<file path="config.mk">
export PLATFORM = sky130hd
export DESIGN_NAME = priority_voice_allocator_unit_flat
export DESIGN_NICKNAME = d
export VERILOG_FILES = /design/src/hw/rtl/pva_pkg.sv /design/src/hw/rtl/pva_req_if.sv /design/src/hw/rtl/pva_res_if.sv /design/src/hw/rtl/pva_scan.sv /design/src/hw/rtl/priority_voice_allocator_unit.sv /design/src/flat_wrapper.sv
export SDC_FILE = /design/constraint.sdc
export NUM_CORES = 1
export LEC_CHECK = 0
export BUFFER_PORTS_ARGS = -buffer_cell sky130_fd_sc_hd__buf_2
export CORE_ASPECT_RATIO = 0.7
export CORE_MARGIN = 5
export CORE_UTILIZATION = 40
export DETAILED_ROUTE_END_ITERATION = 10
export PLACE_DENSITY_LB_ADDON = 0.3
export SYNTH_ARGS = -nofsm -noshare
export SYNTH_HDL_FRONTEND = slang
export SYNTH_HIERARCHICAL = 1
export SYNTH_SLANG_ARGS = --single-unit
</file>
<file path="constraint.sdc">
create_clock -name clk -period 6.6 [get_ports clk]
set_input_delay 1.32 -clock clk [delete_from_list [all_inputs] [get_ports clk]]
set_output_delay 1.32 -clock clk [all_outputs]
set_load 0.1 [all_outputs]
</file>
<file path="src/hw/rtl/pva_pkg.sv">
`default_nettype none

package pva_pkg;

	// fixed field widths of the request and result transactions
	localparam int MODE_W   = 2;
	localparam int VIDX_W   = 4;
	localparam int PRIO_W   = 8;
	localparam int TIME_W   = 32;
	localparam int SAMPLE_W = 16;
	localparam int GAIN_W   = 16;
	localparam int PITCH_W  = 16;

	// request operation codes
	typedef enum logic [MODE_W-1:0] {
		OP_PLAY = 2'd0,
		OP_STOP = 2'd1,
		OP_FREE = 2'd2,
		OP_NONE = 2'd3
	} pva_op_t;

	// voice table modes
	typedef enum logic [1:0] {
		VM_FREE = 2'd0,
		VM_PLAY = 2'd1,
		VM_LOOP = 2'd2,
		VM_ERR  = 2'd3
	} pva_vmode_t;

	// sequencer states
	typedef enum logic [1:0] {
		ST_IDLE   = 2'd0,
		ST_SCAN   = 2'd1,
		ST_DRAIN  = 2'd2,
		ST_DECIDE = 2'd3
	} pva_state_t;

	// control part of one voice entry fed to the scan unit
	typedef struct packed {
		logic       valid;
		logic       running;
		pva_vmode_t mode;
	} pva_entry_t;

	// scan unit status
	typedef struct packed {
		logic free_found;
		logic steal_found;
	} pva_scan_stat_t;

endpackage

`default_nettype wire

</file>
<file path="src/hw/rtl/pva_req_if.sv">
`default_nettype none

interface pva_req_if;

	logic                           valid;
	logic                           ready;
	logic [pva_pkg::MODE_W-1:0]     mode;
	logic [pva_pkg::VIDX_W-1:0]     voice_index;
	logic [pva_pkg::PRIO_W-1:0]     priority_req;
	logic [pva_pkg::TIME_W-1:0]     timestamp;
	logic [pva_pkg::SAMPLE_W-1:0]   sample_id;
	logic [pva_pkg::GAIN_W-1:0]     gain;
	logic [pva_pkg::PITCH_W-1:0]    pitch;
	logic                           looping;
	logic                           start_failed;

	modport source (
		output valid, mode, voice_index, priority_req, timestamp, sample_id,
		       gain, pitch, looping, start_failed,
		input  ready
	);

	modport sink (
		input  valid, mode, voice_index, priority_req, timestamp, sample_id,
		       gain, pitch, looping, start_failed,
		output ready
	);

endinterface

`default_nettype wire

</file>
<file path="src/hw/rtl/pva_res_if.sv">
`default_nettype none

interface pva_res_if;

	logic                           valid;
	logic                           ready;
	logic                           granted;
	logic [pva_pkg::VIDX_W-1:0]     voice;
	logic                           stolen;
	logic [pva_pkg::SAMPLE_W-1:0]   out_sample_id;
	logic [pva_pkg::GAIN_W-1:0]     out_gain;
	logic [pva_pkg::PITCH_W-1:0]    out_pitch;
	logic                           out_looping;

	modport source (
		output valid, granted, voice, stolen, out_sample_id, out_gain, out_pitch,
		       out_looping,
		input  ready
	);

	modport sink (
		input  valid, granted, voice, stolen, out_sample_id, out_gain, out_pitch,
		       out_looping,
		output ready
	);

endinterface

`default_nettype wire

</file>
<file path="src/hw/rtl/pva_scan.sv">
`default_nettype none

module pva_scan #(
	parameter int VOICES        = 16,
	parameter int PRIORITY_BITS = 8
) (
	input  logic                          clk,
	input  logic                          arst_n,
	input  logic                          clear,
	input  logic [PRIORITY_BITS-1:0]      req_prio,
	input  pva_pkg::pva_entry_t           entry,
	input  logic [$clog2(VOICES)-1:0]     entry_idx,
	input  logic [PRIORITY_BITS-1:0]      entry_prio,
	input  logic [pva_pkg::TIME_W-1:0]    entry_start,
	output pva_pkg::pva_scan_stat_t       stat,
	output logic [$clog2(VOICES)-1:0]     free_idx,
	output logic [$clog2(VOICES)-1:0]     steal_idx
);

	import pva_pkg::*;

	localparam int ADDR_W = $clog2(VOICES);

	logic                     free_found_q;
	logic                     have_q;
	logic [ADDR_W-1:0]        free_idx_q;
	logic [ADDR_W-1:0]        best_idx_q;
	logic [PRIORITY_BITS-1:0] best_prio_q;
	logic [TIME_W-1:0]        best_time_q;

	logic is_free;
	logic is_cand;
	logic prio_eq;
	logic prio_lt;
	logic time_lt;
	logic take;

	// shared compare unit: one entry per cycle
	always_comb begin
		is_free = (entry.mode == VM_FREE) || !entry.running;
		is_cand = !is_free && ((entry.mode == VM_PLAY) || (entry.mode == VM_ERR));
		prio_eq = (entry_prio == best_prio_q);
		prio_lt = (entry_prio < best_prio_q);
		time_lt = (entry_start < best_time_q);
		take    = entry.valid && is_cand && (prio_lt || (prio_eq && (!have_q || time_lt)));
	end

	// control flags
	always_ff @(posedge clk or negedge arst_n) begin
		if (!arst_n) begin
			free_found_q <= 1'b0;
			have_q       <= 1'b0;
		end else if (clear) begin
			free_found_q <= 1'b0;
			have_q       <= 1'b0;
		end else begin
			if (entry.valid && is_free) begin
				free_found_q <= 1'b1;
			end
			if (take) begin
				have_q <= 1'b1;
			end
		end
	end

	// best candidate and first free voice
	always_ff @(posedge clk) begin
		if (clear) begin
			best_prio_q <= req_prio;
		end else begin
			if (entry.valid && is_free && !free_found_q) begin
				free_idx_q <= entry_idx;
			end
			if (take) begin
				best_idx_q  <= entry_idx;
				best_prio_q <= entry_prio;
				best_time_q <= entry_start;
			end
		end
	end

	assign stat.free_found  = free_found_q;
	assign stat.steal_found = have_q;
	assign free_idx         = free_idx_q;
	assign steal_idx        = best_idx_q;

`ifndef ASSERT_OFF
	a_clear_empties: assert property (@(posedge clk) disable iff (!arst_n)
		clear |=> (!free_found_q && !have_q))
		else $error("scan state not cleared");

	a_free_sticks: assert property (@(posedge clk) disable iff (!arst_n)
		(free_found_q && !clear) |=> (free_found_q && $stable(free_idx_q)))
		else $error("first free voice changed during scan");

	a_prio_falls: assert property (@(posedge clk) disable iff (!arst_n)
		(have_q && !clear) |=> (best_prio_q <= $past(best_prio_q)))
		else $error("steal priority rose during scan");
`endif

endmodule

`default_nettype wire

</file>
<file path="src/hw/rtl/priority_voice_allocator_unit.sv">
// Priority voice allocator with lowest-priority, oldest-first stealing.
// req channel (valid/ready): one event per transaction. A play request
// takes the first voice that is free or no longer running, otherwise steals
// the lowest priority playing or errored voice at or below its own priority,
// oldest start time on a tie. Stop and free events update the named voice.
// res channel (valid/ready): exactly one result per request transaction.
// cfg_we/cfg_wdata write the muted bit; write it only while the block is idle.
// A play request that is not muted and has a nonzero sample id walks
// the voice table one entry per cycle through the shared compare unit, even
// when no voice turns out to be available; a drain state and then the decide
// state follow, the decide state registers the result, and the block returns
// to idle to take the next request. Stop, free, unused-op, muted or bad-id
// requests skip the walk and go straight from idle to the decide state.
// Reset clears all voices to free and not running and clears muted; no
// clearing pass is needed. A stalled receiver holds the result register;
// one more request may be accepted meanwhile and waits before its update.
`default_nettype none

module priority_voice_allocator_unit #(
	parameter int VOICES        = 16,
	parameter int PRIORITY_BITS = 8
) (
	input  logic       clk,
	input  logic       arst_n,
	input  logic       cfg_we,
	input  logic       cfg_wdata,
	pva_req_if.sink    req,
	pva_res_if.source  res
);

	import pva_pkg::*;

	localparam int ADDR_W = $clog2(VOICES);

	// configuration
	logic muted_q;

	// sequencer
	pva_state_t state_q, state_d;
	logic       req_ready;
	logic       rd_en;
	logic       res_load;
	logic       accept;

	// latched request
	logic [MODE_W-1:0]        mode_q;
	logic [VIDX_W-1:0]        vidx_q;
	logic [PRIORITY_BITS-1:0] prio_q;
	logic [TIME_W-1:0]        ts_q;
	logic [SAMPLE_W-1:0]      sid_q;
	logic [GAIN_W-1:0]        gain_q;
	logic [PITCH_W-1:0]       pitch_q;
	logic                     loop_q;
	logic                     fail_q;
	logic                     play_q;

	// voice table
	pva_vmode_t               vmode_q [VOICES];
	logic                     running_q [VOICES];
	logic [PRIORITY_BITS-1:0] prio_mem [VOICES];
	logic [TIME_W-1:0]        start_mem [VOICES];

	// scan pipeline
	logic [ADDR_W-1:0]        scan_idx_q;
	pva_entry_t               entry_s1;
	logic [ADDR_W-1:0]        idx_s1;
	logic [PRIORITY_BITS-1:0] prio_s1;
	logic [TIME_W-1:0]        start_s1;
	pva_scan_stat_t           scan_stat;
	logic [ADDR_W-1:0]        free_idx;
	logic [ADDR_W-1:0]        steal_idx;

	// decision
	logic              chosen_ok;
	logic [ADDR_W-1:0] chosen;
	logic              do_start;
	logic              idx_ok;
	logic [ADDR_W-1:0] vaddr;
	logic              play_ok_in;

	// result register
	logic                res_valid_q;
	logic                granted_q;
	logic [VIDX_W-1:0]   voice_q;
	logic                stolen_q;
	logic [SAMPLE_W-1:0] osid_q;
	logic [GAIN_W-1:0]   ogain_q;
	logic [PITCH_W-1:0]  opitch_q;
	logic                oloop_q;

	assign accept     = req.valid && req_ready;
	assign play_ok_in = (req.mode == OP_PLAY) && !muted_q && (req.sample_id != '0);

	// muted register
	always_ff @(posedge clk or negedge arst_n) begin
		if (!arst_n) begin
			muted_q <= 1'b0;
		end else if (cfg_we) begin
			muted_q <= cfg_wdata;
		end
	end

	// sequencer state register
	always_ff @(posedge clk or negedge arst_n) begin
		if (!arst_n) begin
			state_q <= ST_IDLE;
		end else begin
			state_q <= state_d;
		end
	end

	// next state and control
	always_comb begin
		state_d   = state_q;
		req_ready = 1'b0;
		rd_en     = 1'b0;
		res_load  = 1'b0;
		case (state_q)
			ST_IDLE: begin
				req_ready = 1'b1;
				if (req.valid) begin
					state_d = play_ok_in ? ST_SCAN : ST_DECIDE;
				end
			end
			ST_SCAN: begin
				rd_en = 1'b1;
				if (scan_idx_q == ADDR_W'(VOICES - 1)) begin
					state_d = ST_DRAIN;
				end
			end
			ST_DRAIN: begin
				state_d = ST_DECIDE;
			end
			ST_DECIDE: begin
				if (!res_valid_q || res.ready) begin
					res_load = 1'b1;
					state_d  = ST_IDLE;
				end
			end
			default: begin
				state_d = ST_IDLE;
			end
		endcase
	end

	assign req.ready = req_ready;

	// request capture
	always_ff @(posedge clk) begin
		if (accept) begin
			mode_q  <= req.mode;
			vidx_q  <= req.voice_index;
			prio_q  <= PRIORITY_BITS'(req.priority_req);
			ts_q    <= req.timestamp;
			sid_q   <= req.sample_id;
			gain_q  <= req.gain;
			pitch_q <= req.pitch;
			loop_q  <= req.looping;
			fail_q  <= req.start_failed;
			play_q  <= play_ok_in;
		end
	end

	// scan address counter
	always_ff @(posedge clk or negedge arst_n) begin
		if (!arst_n) begin
			scan_idx_q <= '0;
		end else if (accept) begin
			scan_idx_q <= '0;
		end else if (rd_en) begin
			scan_idx_q <= scan_idx_q + 1'b1;
		end
	end

	// priority and start time memories, registered read
	always_ff @(posedge clk) begin
		if (rd_en) begin
			prio_s1  <= prio_mem[scan_idx_q];
			start_s1 <= start_mem[scan_idx_q];
		end
		if (res_load && do_start) begin
			prio_mem[chosen]  <= prio_q;
			start_mem[chosen] <= ts_q;
		end
	end

	// entry control alongside the memory read
	always_ff @(posedge clk or negedge arst_n) begin
		if (!arst_n) begin
			entry_s1 <= '0;
			idx_s1   <= '0;
		end else begin
			entry_s1.valid <= rd_en;
			if (rd_en) begin
				entry_s1.running <= running_q[scan_idx_q];
				entry_s1.mode    <= vmode_q[scan_idx_q];
				idx_s1           <= scan_idx_q;
			end
		end
	end

	pva_scan #(
		.VOICES        (VOICES),
		.PRIORITY_BITS (PRIORITY_BITS)
	) u_scan (
		.clk         (clk),
		.arst_n      (arst_n),
		.clear       (accept),
		.req_prio    (PRIORITY_BITS'(req.priority_req)),
		.entry       (entry_s1),
		.entry_idx   (idx_s1),
		.entry_prio  (prio_s1),
		.entry_start (start_s1),
		.stat        (scan_stat),
		.free_idx    (free_idx),
		.steal_idx   (steal_idx)
	);

	// voice choice
	always_comb begin
		chosen_ok = play_q && (scan_stat.free_found || scan_stat.steal_found);
		chosen    = scan_stat.free_found ? free_idx : steal_idx;
		do_start  = chosen_ok && !fail_q;
		idx_ok    = (32'(vidx_q) < 32'(VOICES));
		vaddr     = ADDR_W'(vidx_q);
	end

	// voice mode and running flags
	always_ff @(posedge clk or negedge arst_n) begin
		if (!arst_n) begin
			for (int i = 0; i < VOICES; i++) begin
				vmode_q[i]   <= VM_FREE;
				running_q[i] <= 1'b0;
			end
		end else if (res_load) begin
			if (chosen_ok) begin
				if (fail_q) begin
					vmode_q[chosen]   <= VM_ERR;
					running_q[chosen] <= 1'b0;
				end else begin
					vmode_q[chosen]   <= loop_q ? VM_LOOP : VM_PLAY;
					running_q[chosen] <= 1'b1;
				end
			end else if ((mode_q == OP_STOP) && idx_ok) begin
				running_q[vaddr] <= 1'b0;
			end else if ((mode_q == OP_FREE) && idx_ok) begin
				vmode_q[vaddr]   <= VM_FREE;
				running_q[vaddr] <= 1'b0;
			end
		end
	end

	// result valid
	always_ff @(posedge clk or negedge arst_n) begin
		if (!arst_n) begin
			res_valid_q <= 1'b0;
		end else if (res_load) begin
			res_valid_q <= 1'b1;
		end else if (res.ready) begin
			res_valid_q <= 1'b0;
		end
	end

	// result payload, zero unless a voice was chosen
	always_ff @(posedge clk) begin
		if (res_load) begin
			granted_q <= do_start;
			voice_q   <= chosen_ok ? VIDX_W'(chosen) : '0;
			stolen_q  <= chosen_ok && !scan_stat.free_found;
			osid_q    <= chosen_ok ? sid_q : '0;
			ogain_q   <= chosen_ok ? gain_q : '0;
			opitch_q  <= chosen_ok ? pitch_q : '0;
			oloop_q   <= chosen_ok && loop_q;
		end
	end

	assign res.valid         = res_valid_q;
	assign res.granted       = granted_q;
	assign res.voice         = voice_q;
	assign res.stolen        = stolen_q;
	assign res.out_sample_id = osid_q;
	assign res.out_gain      = ogain_q;
	assign res.out_pitch     = opitch_q;
	assign res.out_looping   = oloop_q;

`ifndef ASSERT_OFF
	a_grant_has_sample: assert property (@(posedge clk) disable iff (!arst_n)
		(res_valid_q && (granted_q || stolen_q)) |-> (osid_q != '0))
		else $error("voice given to a request with a bad sample id");

	a_scan_ends: assert property (@(posedge clk) disable iff (!arst_n)
		(state_q == ST_SCAN && scan_idx_q == ADDR_W'(VOICES - 1)) |=> (state_q == ST_DRAIN))
		else $error("scan did not stop after the last voice");

	a_load_shows: assert property (@(posedge clk) disable iff (!arst_n)
		res_load |=> (state_q == ST_IDLE && res_valid_q))
		else $error("result not presented after decision");
`endif

endmodule

`default_nettype wire

</file>
<file path="src/flat_wrapper.sv">
// flat-port wrapper written by rule: the top's interface ports become plain ports
module priority_voice_allocator_unit_flat import pva_pkg::*;
#(
	parameter int VOICES        = 16,
	parameter int PRIORITY_BITS = 8
)
  (clk, arst_n, cfg_we, cfg_wdata, req_valid, req_mode, req_voice_index, req_priority_req, req_timestamp, req_sample_id, req_gain, req_pitch, req_looping, req_start_failed, req_ready, res_valid, res_granted, res_voice, res_stolen, res_out_sample_id, res_out_gain, res_out_pitch, res_out_looping, res_ready);
  pva_req_if req_i ();
  pva_res_if res_i ();
  input  logic clk;
  input  logic arst_n;
  input  logic cfg_we;
  input  logic cfg_wdata;
  input wire logic [$bits(req_i.valid)-1:0] req_valid;
  input wire logic [$bits(req_i.mode)-1:0] req_mode;
  input wire logic [$bits(req_i.voice_index)-1:0] req_voice_index;
  input wire logic [$bits(req_i.priority_req)-1:0] req_priority_req;
  input wire logic [$bits(req_i.timestamp)-1:0] req_timestamp;
  input wire logic [$bits(req_i.sample_id)-1:0] req_sample_id;
  input wire logic [$bits(req_i.gain)-1:0] req_gain;
  input wire logic [$bits(req_i.pitch)-1:0] req_pitch;
  input wire logic [$bits(req_i.looping)-1:0] req_looping;
  input wire logic [$bits(req_i.start_failed)-1:0] req_start_failed;
  output wire logic [$bits(req_i.ready)-1:0] req_ready;
  output wire logic [$bits(res_i.valid)-1:0] res_valid;
  output wire logic [$bits(res_i.granted)-1:0] res_granted;
  output wire logic [$bits(res_i.voice)-1:0] res_voice;
  output wire logic [$bits(res_i.stolen)-1:0] res_stolen;
  output wire logic [$bits(res_i.out_sample_id)-1:0] res_out_sample_id;
  output wire logic [$bits(res_i.out_gain)-1:0] res_out_gain;
  output wire logic [$bits(res_i.out_pitch)-1:0] res_out_pitch;
  output wire logic [$bits(res_i.out_looping)-1:0] res_out_looping;
  input wire logic [$bits(res_i.ready)-1:0] res_ready;
  assign req_i.valid = req_valid;
  assign req_i.mode = req_mode;
  assign req_i.voice_index = req_voice_index;
  assign req_i.priority_req = req_priority_req;
  assign req_i.timestamp = req_timestamp;
  assign req_i.sample_id = req_sample_id;
  assign req_i.gain = req_gain;
  assign req_i.pitch = req_pitch;
  assign req_i.looping = req_looping;
  assign req_i.start_failed = req_start_failed;
  assign req_ready = req_i.ready;
  assign res_valid = res_i.valid;
  assign res_granted = res_i.granted;
  assign res_voice = res_i.voice;
  assign res_stolen = res_i.stolen;
  assign res_out_sample_id = res_i.out_sample_id;
  assign res_out_gain = res_i.out_gain;
  assign res_out_pitch = res_i.out_pitch;
  assign res_out_looping = res_i.out_looping;
  assign res_i.ready = res_ready;
  priority_voice_allocator_unit #(.VOICES(VOICES), .PRIORITY_BITS(PRIORITY_BITS)) u_core (.clk(clk), .arst_n(arst_n), .cfg_we(cfg_we), .cfg_wdata(cfg_wdata), .req(req_i), .res(res_i));
endmodule
</file>
-- After elaboration in Yosys (flattened, before gate mapping)
Memories as Yosys holds them, arrays and structs flattened. A register that Yosys moved wholly into a read port is not among the register bits.
Index checks and enable logic that the tools add are counted.
- bits in registers: 266
- memory bits (writable): 640
- memories: 2
- memories (name ; words ; bits a word ; read ports ; clocked after memory_dff ; write ports ; RTL line ; RTL):
    u_core.start_mem ; 16 ; 32 ; 1 ; 1 ; 1 ; priority_voice_allocator_unit.sv:61 ; logic [TIME_W-1:0] start_mem [VOICES];
    u_core.prio_mem ; 16 ; 8 ; 1 ; 1 ; 1 ; priority_voice_allocator_unit.sv:60 ; logic [PRIORITY_BITS-1:0] prio_mem [VOICES];
- $add $sub $neg: 1
- magnitude comparators: 7
- equal/unequal tests: 13
- multiplexer cells: 46
- bitwise gates (word level): 12
- reductions and logical operators: 44
- operator list (cell ; number):
    $mux 32 ; 4
    $mux 16 ; 4
    $and 16x16->16 ; 2
    $and 32x32->32 ; 1
    $bwmux 32 ; 1
    $lt 32x32->1 ; 1
    $not 16->16 ; 2
    $not 32->32 ; 1
    $or 32x32->32 ; 1
    $mux 2 ; 9
    $demux 2 s4 ; 2
    $logic_and 1x1->1 ; 16
    $mux 1 ; 16
    $mux 8 ; 2
    $or 16x16->16 ; 1
    $reduce_bool 16->1 ; 1
    $ge 5x5->1 const B ; 3
    $not 4->5 ; 3
    $mux 4 ; 3
    $lt 5x1->1 const B ; 2
    $reduce_bool 2->1 ; 5
    $bmux 2 s4 ; 1
    $demux 1 s4 ; 2
    $eq 2x2->1 const B ; 4
    16 further kinds ; 36

-- Logic depth before layout (Yosys ltp)
Gate-level depths: netlist (run 1).
- depth after elaboration: 10
- depth in mapped cells: 8
- depth with buffers taken out: 8

-- Hierarchy
The synthesis (run 1) kept the hierarchy.
- modules (own cells, without submodules) (module ; times used ; cells an instance ; area each (sq um) ; sequential area each (sq um)):
    priority_voice_allocator_unit ; 1 ; 1763 ; 34922.2 ; 26585.5
    pva_scan ; 1 ; 213 ; 2665.1 ; 1491.4

-- Worst setup path after synthesis (run 1)
Ideal clock, no wire load.
- path type: register to register
- start point: reg u_core.state_q[0]
- end point: reg u_core.u_scan.best_time_q[0], enable pin
- setup time: 421 ps
- arrival: 5280 ps
- required time: 6179 ps
- path slack: 899 ps
- cell stages (with the launch flop): 7
- buffers on the path: 2
- period minus slack after synthesis: 5701 ps
- cells stage by stage: dfrtp_1 inv_1 ha_1 and2_1 clkbuf_1 clkbuf_1 nor2b_1
- word-level cells in the longest chain between the ends: 5
- ends and longest elaborated chain (what ; RTL line ; RTL):
    start, declared ; priority_voice_allocator_unit.sv:39 ; pva_state_t state_q, state_d;
    start signal, assigned ; priority_voice_allocator_unit.sv:108 ; state_q <= state_d;
    $logic_not 2->1 ; priority_voice_allocator_unit.sv:118 ; case (state_q)
    $mux 1 ; priority_voice_allocator_unit.sv:118 ;
    named net req_ready ; flat_wrapper.sv:24 ; output wire logic [$bits(req_i.ready)-1:0] req_ready;
    $logic_and 1x1->1 ; priority_voice_allocator_unit.sv:91 ; assign accept = req.valid && req_ready;
    named net u_core.accept ; priority_voice_allocator_unit.sv:43 ; logic accept;
    $not 1->1 (no source line) ; -- ;
    $reduce_and 2->1 (no source line) ; -- ;
    end signal, assigned ; pva_scan.sv:77 ; best_time_q <= entry_start;
    end, declared ; pva_scan.sv:29 ; logic [TIME_W-1:0] best_time_q;
The timed path passes the listed nets, and every way through them passes these cells.
A chain may end at the register's enable or synchronous reset.

-- Worst setup path after layout (run 1)
- start point: reg u_core.u_scan.free_found_q
- end point: mem u_core.start_mem[8][2], enable pin
- word-level cells in the longest chain between the ends: 6
- elaborated cells between the ends (all ways): 7
- ends and longest elaborated chain (what ; RTL line ; RTL):
    start, declared ; pva_scan.sv:24 ; logic free_found_q;
    start signal, assigned ; pva_scan.sv:51 ; free_found_q <= 1'b0;
    start signal, assigned ; pva_scan.sv:54 ; free_found_q <= 1'b0;
    start signal, assigned ; pva_scan.sv:58 ; free_found_q <= 1'b1;
    $logic_or 1x1->1 ; priority_voice_allocator_unit.sv:221 ; chosen_ok = play_q && (scan_stat.free_found || scan_stat.steal_found);
    $logic_and 1x1->1 ; priority_voice_allocator_unit.sv:221 ;
    $logic_and 1x1->1 ; priority_voice_allocator_unit.sv:223 ; do_start = chosen_ok && !fail_q;
    $logic_and 1x1->1 ; priority_voice_allocator_unit.sv:181 ; if (res_load && do_start) begin
    $mux 1 ; priority_voice_allocator_unit.sv:181 ;
    $mux 1 (implied by the code) ; priority_voice_allocator_unit.sv:183 ; start_mem[chosen] <= ts_q;
    end, declared ; priority_voice_allocator_unit.sv:61 ;
Several ways; a longest one is shown, not always the timed one.

==> flow_summary_export.csv, run 1 <==
group,metric,value,unit
run_status,outcome,"finished, final reports clean",
clock_tree,hold_buffers,0,
timing,hold_violations,0,
clock_tree,cts.repair.resized,0,
worst_setup_path,cp_max_fo,25,
logic_synthesis,synth-simple-area-share,5.716,%
routing,wl,88.64,mm
timing,min_period,3.863,ns
timing,period_share,58.54,%
global_route,met1_usage,27.79,%
global_route,top_usage_layer,"met1",
logic_synthesis,synth_edf_count,880,
clock_tree,numCtsBuffers,92,
timing,worst_slew_pin_slew,1.385,ns
routing,dr.first_iter.drc_count,2131,
cells_and_area,nNetsFinal,2311,
cells_and_area,syn_to_final_growth,14.22,%
logic_synthesis,synth_xor_xnor_area_share,0.06990,%
floorplan,fp.dieH,266.5,um
logic_synthesis,synth-adder-area-share,1.498,%
logic_synthesis,ys_warn_count,6,
global_route,grt_use_total,17.55,%
pwr,p_per_area,421.5,nW/um^2
cells_and_area,design_area,42930,sq um
logic_synthesis,netlist_area,37590,sq um
global_route,antenna_found_initial,4,
cells_and_area,fillers,7929,
clock_tree,clk_pin_slew_worst_paths,0.06,ns
logic_synthesis,ys_seq_area_share,74.70,%
timing,rsz0062_at_grt,"no",
floorplan,start_util,40.15,%
clock_tree,htree_levels,3,
timing,slew_viol_final,0,
routing,postRouteAntennaNets,0,
cells_and_area,seq_area,28090,sq um
routing,post_drt_via_cell_ratio,5.647,
floorplan,fp.dieW,376.4,um
pwr,leakage,0.01424,uW
timing,fmax,0.2588,GHz
floorplan,row_count,94,
logic_synthesis,synth_top_family_by_area,"multiplexers",
worst_hold_path,hold_path.class,"reg -> reg",
logic_synthesis,syn-num-nets,2123,
clock_tree,cts.sinks,946,
worst_setup_path,cp-end-kind,"flip-flop",
clock_tree,cts_tree,"built",
run,drv_cap,0,
global_route,grt-ovfl-total,0,
global_route,grt_pass1_vias,19790,
placement,place_congestion,0.8656,
logic_synthesis,synth.ff_latch_count,946,
clock_tree,cts-root-buf,"clkbuf_16",
floorplan,io_pins,159,
placement,placedInstanceArea,39960,sq um
cells_and_area,drive_above_1_share,25.00,%
cells_and_area,multi_input_area,8989,sq um
clock_tree,clk_latency,0.65,ns
worst_setup_path,worstPathArrival,4.16,ns
pwr,peakVddDrop,0.2290,mV
routing,drc,0,
logic_synthesis,syn_inst,1976,
placement,hpwl,55.89,mm
clock_tree,post_cts_buffers,0,
worst_setup_path,cp.required,6.89,ns
global_route,met3_usage,5.048,%
logic_synthesis,synth_cell_types,69,
timing,finClkSkew,0.02740,ns
global_route,grt_pass1_wl,131.3,mm
timing,slew-limit-headroom,7.547,%
timing,finalSetupTns,0,ns
routing,firstDrtPassIters,8,
global_route,grt_max_degree,145,
logic_synthesis,synth_compound_area_share,4.404,%
logic_synthesis,postSynthAreaPerCell,19.02,sq um
floorplan,die_area,100300,sq um
global_route,grtUsageMet2,23.97,%
placement,portBuffers,158,
worst_setup_path,start_kind,"flip-flop",
logic_synthesis,synth_flop_cell,"edfxtp_1",
clock_tree,clockBufferDepth,3,
routing,post_drt_wl_per_cell,25.43,um
floorplan,fp.coreArea,93620,sq um
timing,setup_viol,0,
worst_setup_path,crit_type,"reg -> reg",
logic_synthesis,synth.area.mux_share,11.84,%
logic_synthesis,synthArstFlopShare,6.977,%
routing,via_count,19680,
[report_power, final]
| part | internal, uW | total, uW | leakage, uW | switching, uW |
|---|---|---|---|---|
| Sequential | 7490 | 8200 | 0.00879 | 708 |
| Clock | 2970 | 5160 | 0.00145 | 2190 |
| Combinational | 1660 | 4740 | 0.00401 | 3080 |
| Total | 12100 | 18100 | 0.0142 | 5980 |
[area by class of cell]
cell class	count	share of cell area, %
Sequential cell	946	65.43
Multi-Input combinational cell	875	20.94
Clock buffer	118	5.855
Tap cell	1248	3.637
Timing Repair Buffer	201	2.690
Clock inverter	48	1.023
Inverter	48	0.4197
Antenna cell	1	0.005829
[routing by layer]
metal | share of wire (%) | wire [um]
met5 | 0.015 | 13
met4 | 1.7 | 1494
met3 | 10 | 9228
met2 | 42 | 36860
met1 | 46 | 41040
[critical path, cell delays in order (launching register included)]
cell     delay, ns
dfrtp_1       0.92
o21a_2        0.28
nand4_2       0.79
nor2_4        1.01
buf_4         0.47
[path summary, 6_finish.rpt]
path | startpoint | end | slack [ns] | cells past startpoint
max | u_core/u_scan/free_found_q$_DFFE_PN0P_ | u_core/start_mem[8][2]$_DFFE_PP_ | 2.74 | 4
min reg2reg | u_core/start_s1[23]$_DFFE_PP_ | u_core/u_scan/best_time_q[23]$_DFFE_PP_ | 0.46 | 0
min in group asynchronous | arst_n | u_core/vmode_q[5]$_DFFE_PN0P_ | 0.87 | 2
max reg2reg | u_core/u_scan/free_found_q$_DFFE_PN0P_ | u_core/start_mem[8][2]$_DFFE_PP_ | 2.74 | 4
min | u_core/start_s1[23]$_DFFE_PP_ | u_core/u_scan/best_time_q[23]$_DFFE_PP_ | 0.46 | 0
max in group asynchronous | arst_n | u_core/scan_idx_q[3]$_DFFE_PN0P_ | 5.00 | 2
[cell families (layout without fill, tap and decap cells)]
| kind of cell | after synthesis | in the layout |
|---|---|---|
| and+or+nand+nor | 357 | 357 |
| buffers and inverters | 155 | 415 |
| DFF | 946 | 946 |
| AOI/OAI and AO/OA | 238 | 238 |
| adders and majority gates | 45 | 45 |
| other | 0 | 1 |
| xor gates and xnor gates | 3 | 3 |
| muxes | 232 | 232 |
[cell usage in the layout, fill, tap and decap left out, drive strengths merged, types with 7 or more instances in the layout]
cell type,count
bufinv,7
o22ai,17
nand3b,14
edfxtp,880
nor4,16
mux4,169
and2,56
dfrtp,66
clkbuf,118
mux2,12
inv,54
ha,45
clkinv,32
o221ai,24
a21oi,62
nand4,12
nand2,41
nor2,55
or4,21
o21ai,26
nor2b,46
a211oi,41
nand2b,12
buf,201
mux2i,51
o211ai,21
a211o,10
nand3,36
[Yosys cell counts (all sizes together), types with 6 or more instances]
library cell / count / area share, %
buf: 45 / 0.67
o32a: 6 / 0.16
nor3b: 6 / 0.22
nor4: 16 / 0.28
mux2: 12 / 0.36
and2: 56 / 0.93
nand3b: 14 / 0.28
a211oi: 41 / 0.82
a211o: 10 / 0.23
nor2: 55 / 0.55
nand4: 12 / 0.22
nor3: 6 / 0.12
o22ai: 17 / 0.30
ha: 45 / 1.5
mux4: 169 / 10
clkbuf: 62 / 0.62
inv: 48 / 0.48
dfrtp: 66 / 4.4
nor2b: 46 / 0.77
a21oi: 62 / 0.83
edfxtp: 880 / 70
o221ai: 24 / 0.56
or4: 21 / 0.42
nand3: 36 / 0.48
mux2i: 51 / 1.4
o21ai: 26 / 0.35
nand2: 41 / 0.41
nand2b: 12 / 0.20
o211ai: 21 / 0.42
and3b: 6 / 0.14
[through the flow]
step | cells | hold slack, ns | util (%) | setup slack, ns | power (uW)
CTS | 3482 | 0.4582 | 45.84 | 2.671 | 18240
global route | 3485 | 0.4701 | 45.86 | 2.539 | 18920
detailed placement | 3316 | 0.4439 | 42.68 | 2.089 | 13070
finish | 3485 | 0.4569 | 45.86 | 2.737 | 18100
floorplan | 1976 | 0.4267 | - | 0.8987 | 11470
global placement | 3316 | 0.4409 | 42.68 | 2.212 | 12950
[state kept, by name (all words and copies together), names as in the netlist, 8 cells and up, named ones only]
register / flops
u_core/gain_q: 16
u_core/pitch_q: 16
u_core/prio_mem: 128
u_core/prio_q: 8
u_core/prio_s1: 8
u_core/res.out_gain: 16
u_core/res.out_pitch: 16
u_core/res.out_sample_id: 16
u_core/sid_q: 16
u_core/start_mem: 512
u_core/start_s1: 32
u_core/ts_q: 32
u_core/u_scan/best_prio_q: 8
u_core/u_scan/best_time_q: 32
u_core/vmode_q: 32
(Power assumes the default switching activity.)
==> inputs of run 2 (changes only) <==
==> constraint.sdc (replaced) <==
create_clock -name clk -period 3.85 [get_ports clk]
set_input_delay 0.77 -clock clk [delete_from_list [all_inputs] [get_ports clk]]
set_output_delay 0.77 -clock clk [all_outputs]
set_load 0.1 [all_outputs]
==> flow_summary_export.csv, run 2 (same netlist as run 1, synthesis figures left out) <==
group,metric,value,unit
worst_setup_path,cp-end-kind,"flip-flop",
placement,portBuffers,158,
worst_setup_path,crit_slowest_cell,"a2111oi_0",
worst_setup_path,crit_type,"reg -> reg",
timing,fmax,0.3389,GHz
clock_tree,cts_tree,"built",
routing,firstDrtPassIters,5,
global_route,grt_pass1_wl,131.9,mm
routing,post_drt_wl_per_cell,25.36,um
global_route,grt_use_total,17.66,%
pwr,p_per_area,705.0,nW/um^2
global_route,grt-ovfl-total,0,
floorplan,die_area,100300,sq um
pwr,leakage,0.01431,uW
timing,slew_viol_final,0,
routing,wl,88.72,mm
clock_tree,cts.repair.resized,0,
floorplan,fp.dieH,266.5,um
clock_tree,clk_latency,0.66,ns
floorplan,io_pins,159,
floorplan,start_util,40.15,%
placement,hpwl,51.27,mm
clock_tree,post_cts_buffers,0,
floorplan,fp.dieW,376.4,um
global_route,grt_max_degree,67,
placement,dp.cells,3339,
clock_tree,hold_buffers,0,
cells_and_area,final_util,46.07,%
cells_and_area,fin_cells,3498,
cells_and_area,largest_reg_flops,512,
cells_and_area,drive_above_1_share,25.36,%
routing,via_count,19600,
clock_tree,numCtsBuffers,87,
routing,post_drt_via_cell_ratio,5.603,
floorplan,row_count,94,
worst_setup_path,path_delay_family,"compound AO/OA/AOI/OAI gates",
worst_setup_path,worstPathArrival,3.23,ns
clock_tree,clockBufferDepth,3,
worst_setup_path,path_cells,"ha_1, a21oi_1, o21ai_0, a2111oi_0, o211ai_1, a22oi_1, nor2b_4, buf_4",
worst_setup_path,max_stage_delay,0.48,ns
worst_setup_path,cp.required,4.13,ns
timing,period_share,76.65,%
global_route,grt_pass1_vias,20190,
routing,dr.first_iter.drc_count,1997,
placement,place_congestion,0.8298,
cells_and_area,fillers,7905,
timing,hold_violations,0,
timing,setup_viol,0,
placement,place_ws,0.9871,ns
cells_and_area,largestRegisters,"u_core/start_mem: 512 flops, u_core/prio_mem: 128 flops",
clock_tree,cts-root-buf,"clkbuf_16",
run,drv_cap,0,
timing,min_period,2.951,ns
cells_and_area,nNetsFinal,2327,
timing,finClkSkew,0.03065,ns
run_status,outcome,"finished, final reports clean",
clock_tree,cts.sinks,946,
worst_hold_path,hold_path.class,"in -> async",
routing,postRouteAntennaNets,0,
worst_setup_path,cp_max_fo,36,
cells_and_area,layout_commonest_cell,"edfxtp_1",
timing,finalWorstSetupSlack,0.8989,ns
timing,finalSetupTns,0,ns
timing,rsz0062_at_grt,"no",
pwr,power,30410,uW
timing,worst_slew_pin_slew,1.088,ns
floorplan,fp.coreArea,93620,sq um
cells_and_area,syn_to_final_growth,14.75,%
cells_and_area,mostFrequentLayoutCells,"880 x edfxtp_1, 169 x mux4_2, 158 x buf_2, 87 x clkbuf_16",
cells_and_area,top_register,"u_core/start_mem",
clock_tree,clk_pin_slew_worst_paths,0.06,ns
timing,slew-limit-headroom,27.49,%
global_route,antenna_found_initial,4,
pwr,peakVddDrop,0.3770,mV
worst_setup_path,start_kind,"flip-flop",
clock_tree,htree_levels,3,
routing,drc,0,
worst_setup_path,worst-path-buf-inv,1,
-- run 2: per-stage QoR --
stage / area (sq um) / hold slack (ns)
global route: 43130 / 0.1556
floorplan: 37600 / 0.4267
detailed placement: 40330 / 0.4460
CTS: 43130 / 0.1079
finish: 43130 / 0.1497
global placement: 40330 / 0.4371
-- run 2: worst register-to-register path, cell delays in order, from the launching register on --
cell       delay [ns]
edfxtp_1         0.40
ha_1             0.35
a21oi_1          0.18
o21ai_0          0.15
a2111oi_0        0.48
o211ai_1         0.16
a22oi_1          0.20
nor2b_4          0.18
buf_4            0.45
-- run 2: area by class of cell --
type | count | area (sq um) | area share (%)
well taps | 1248 | 1562 | 3.620
inverters | 48 | 180.2 | 0.4177
multi-input cells | 875 | 8979 | 20.82
clock buffers | 104 | 2241 | 5.196
clock inverters | 53 | 550.5 | 1.276
repair buffers | 222 | 1521 | 3.528
diodes | 2 | 5.005 | 0.01160
flip-flops and latches | 946 | 28090 | 65.13
-- run 2: report_power, final --
part / switching, uW / internal, uW
Combinational: 5060 / 2970
Clock: 3720 / 4840
Sequential: 977 / 12800
Total: 9760 / 20600
-- run 2: path summary, 6_finish.rpt --
kind	depth (start not counted)	to	start	slack [ns]
setup reg to reg	8	u_core/u_scan/best_time_q[24]$_DFFE_PP_	u_core/start_s1[19]$_DFFE_PP_	0.90
max in group asynchronous	2	u_core/scan_idx_q[1]$_DFFE_PN0P_	arst_n	3.01
min in group clk	1	u_core/ts_q[3]$_DFFE_PP_	req_timestamp[3]	0.28
setup / recovery	8	u_core/u_scan/best_time_q[24]$_DFFE_PP_	u_core/start_s1[19]$_DFFE_PP_	0.90
hold / removal	1	async pin	arst_n	0.15
hold reg to reg	0	u_core/u_scan/best_time_q[13]$_DFFE_PP_	u_core/start_s1[13]$_DFFE_PP_	0.45
-- run 2: routing by layer --
metal | global-route usage [%] | routed length [um] | vias to the layer above
met5 | 0 | 13 | -
met4 | 4.441 | 1726 | 2
met3 | 4.533 | 6555 | 132
met2 | 27.49 | 41510 | 731
met1 | 25.11 | 38900 | 10260
li1 | - | - | 8472
==> inputs of run 3 (changes only) <==
==> constraint.sdc (replaced) <==
create_clock -name clk -period 2.79 [get_ports clk]
set_input_delay 0.558 -clock clk [delete_from_list [all_inputs] [get_ports clk]]
set_output_delay 0.558 -clock clk [all_outputs]
set_load 0.1 [all_outputs]
==> flow_summary_export.csv, run 3 (same netlist as run 1, synthesis figures left out) <==
group,metric,value,unit
worst_setup_path,crit_type,"reg -> reg",
routing,firstDrtPassIters,5,
timing,finalSetupTns,0,ns
floorplan,fp.coreArea,93620,sq um
floorplan,fp.dieW,376.4,um
worst_setup_path,crit_path_end,"u_core/u_scan/steal_idx[0]$_DFFE_PP_",
worst_setup_path,cp-end-kind,"flip-flop",
pwr,leakage,0.01471,uW
routing,drc,0,
cells_and_area,largestRegisters,"u_core/start_mem: 512 flops, u_core/prio_mem: 128 flops",
placement,placedInstanceArea,40860,sq um
timing,rsz0062_at_grt,"yes",
global_route,grt_use_total,17.63,%
worst_setup_path,start_kind,"flip-flop",
cells_and_area,top_register,"u_core/start_mem",
cells_and_area,syn_to_final_growth,16.87,%
timing,fmax,0.3769,GHz
run_status,outcome,"finished, final reports clean",
clock_tree,clk_pin_slew_worst_paths,0.07,ns
clock_tree,post_cts_buffers,0,
cells_and_area,n_antenna_cell,0,
placement,place_congestion,0.8399,
cells_and_area,drive_above_1_share,27.29,%
floorplan,fp.dieH,266.5,um
cells_and_area,layout_commonest_cell,"edfxtp_1",
timing,setup_viol,0,
routing,wl,88.88,mm
timing,hold_ws,0.06056,ns
worst_setup_path,rrSetupSlack,0.14,ns
pwr,peakVddDrop,0.5740,mV
routing,via_count,19900,
timing,slew_viol_final,0,
timing,finClkSkew,0.01586,ns
worst_setup_path,r2r_end,"u_core/u_scan/steal_idx[0]$_DFFE_PP_",
run,drv_cap,0,
clock_tree,clk_latency,0.68,ns
routing,postRouteAntennaNets,0,
clock_tree,numCtsBuffers,90,
clock_tree,cts_tree,"built",
clock_tree,cts-root-buf,"clkbuf_16",
worst_setup_path,worstPathArrival,3.01,ns
pwr,p_per_area,986.5,nW/um^2
timing,slew-limit-headroom,33.08,%
placement,place_ws,0.1718,ns
global_route,grt_pass1_vias,20420,
floorplan,row_count,94,
placement,portBuffers,158,
placement,hpwl,53.20,mm
routing,dr.first_iter.drc_count,2045,
clock_tree,cts.sinks,946,
global_route,antenna_found_initial,0,
floorplan,io_pins,159,
routing,post_drt_wl_per_cell,25.01,um
global_route,grt_max_degree,67,
global_route,grt-ovfl-total,0,
floorplan,die_area,100300,sq um
clock_tree,clockBufferDepth,3,
floorplan,start_util,40.15,%
timing,worst_slew_pin_slew,1.004,ns
worst_setup_path,rr_startpoint,"u_core/start_s1[5]$_DFFE_PP_",
cells_and_area,design_area,43930,sq um
worst_setup_path,cp_max_fo,36,
timing,hold_violations,0,
timing,period_share,95.11,%
routing,post_drt_via_cell_ratio,5.601,
global_route,grt_pass1_wl,132.4,mm
worst_setup_path,cp.required,3.14,ns
timing,min_period,2.653,ns
clock_tree,htree_levels,3,
cells_and_area,nNetsFinal,2377,
worst_hold_path,hold_path.class,"in -> reg",
worst_setup_path,crit_path_start,"u_core/start_s1[5]$_DFFE_PP_",
timing,finalWorstSetupSlack,0.1365,ns
cells_and_area,mostFrequentLayoutCells,"880 x edfxtp_1, 169 x mux4_2, 158 x buf_2, 91 x clkbuf_16, 76 x buf_4",
worst_setup_path,r2r_cells,8,
cells_and_area,largest_reg_flops,512,
[run 3: changes by cell type in the layout (fill, tap and decap cells not counted), moves of 3 or more]
cell and delta:
inv_6 +4, clkbuf_16 +4, clkinv_2 -6, bufinv_16 +3
buf_12 +14, buf_4 +32, clkbuf_8 +4
[run 3: repair_timing]
item,4_1_cts,5_1_grt
endpoints found under the setup margin,0,44
hold buffers,1,0
hold endpoints to repair,23,0
resized for setup,0,1
[run 3: report_power, final]
part	switching, uW	internal [uW]
clock	5320	7350
sequential	1270	17700
combinational	7190	4530
total	13800	29600
[run 3: how the worst min path moves through the flow]
stage               cells after the start                                       to                          start  slack, ns
floorplan                               0                                async pin                         arst_n       0.26
global placement                        0  u_core/u_scan/best_time_q[31]$_DFFE_PP_  u_core/start_s1[31]$_DFFE_PP_       0.44
detailed placement                      0  u_core/u_scan/best_time_q[19]$_DFFE_PP_  u_core/start_s1[19]$_DFFE_PP_       0.44
global route                            1                u_core/ts_q[22]$_DFFE_PP_              req_timestamp[22]       0.01
CTS                                     1              u_core/pitch_q[4]$_DFFE_PP_                   req_pitch[4]      0.003
finish                                  1                u_core/ts_q[24]$_DFFE_PP_              req_timestamp[24]       0.06
[run 3: stage by stage]
stage | power [uW] | utilization [%] | std cells
final | 43340 | 46.92 | 3553
after CTS | 43700 | 46.92 | 3553
after floorplan | 27110 | - | 1976
after global placement | 30680 | 43.65 | 3385
after global routing | 45260 | 46.92 | 3553
after detailed placement | 30970 | 43.65 | 3385
[run 3: worst max-delay path, cell delays in order (launching register included)]
cell and delay, ns:
edfxtp_1 0.40, ha_1 0.33, a21o_1 0.17, nand3_1 0.11
a211oi_1 0.09, or4_1 0.54, a22oi_1 0.24, nor2b_4 0.21
buf_12 0.25
[run 3: metal layers]
| metal | global-route usage, % | up-vias | share of wire (%) |
|---|---|---|---|
| met5 | 0 | - | 0 |
| met4 | 4.349 | 0 | 1.8 |
| met3 | 4.333 | 126 | 7.9 |
| met2 | 26.65 | 772 | 45 |
| met1 | 25.97 | 10420 | 45 |
| li1 | - | 8581 | - |
[run 3: layout make-up]
class                           instances  area (sq um)
Multi-Input combinational cell        875          8986
Clock buffer                          110          2389
Sequential cell                       946         28090
Fill cell                            7828         49690
Inverter                               48         180.2
Clock inverter                         57         668.1
Timing Repair Buffer                  269          2052
Tap cell                             1248          1562
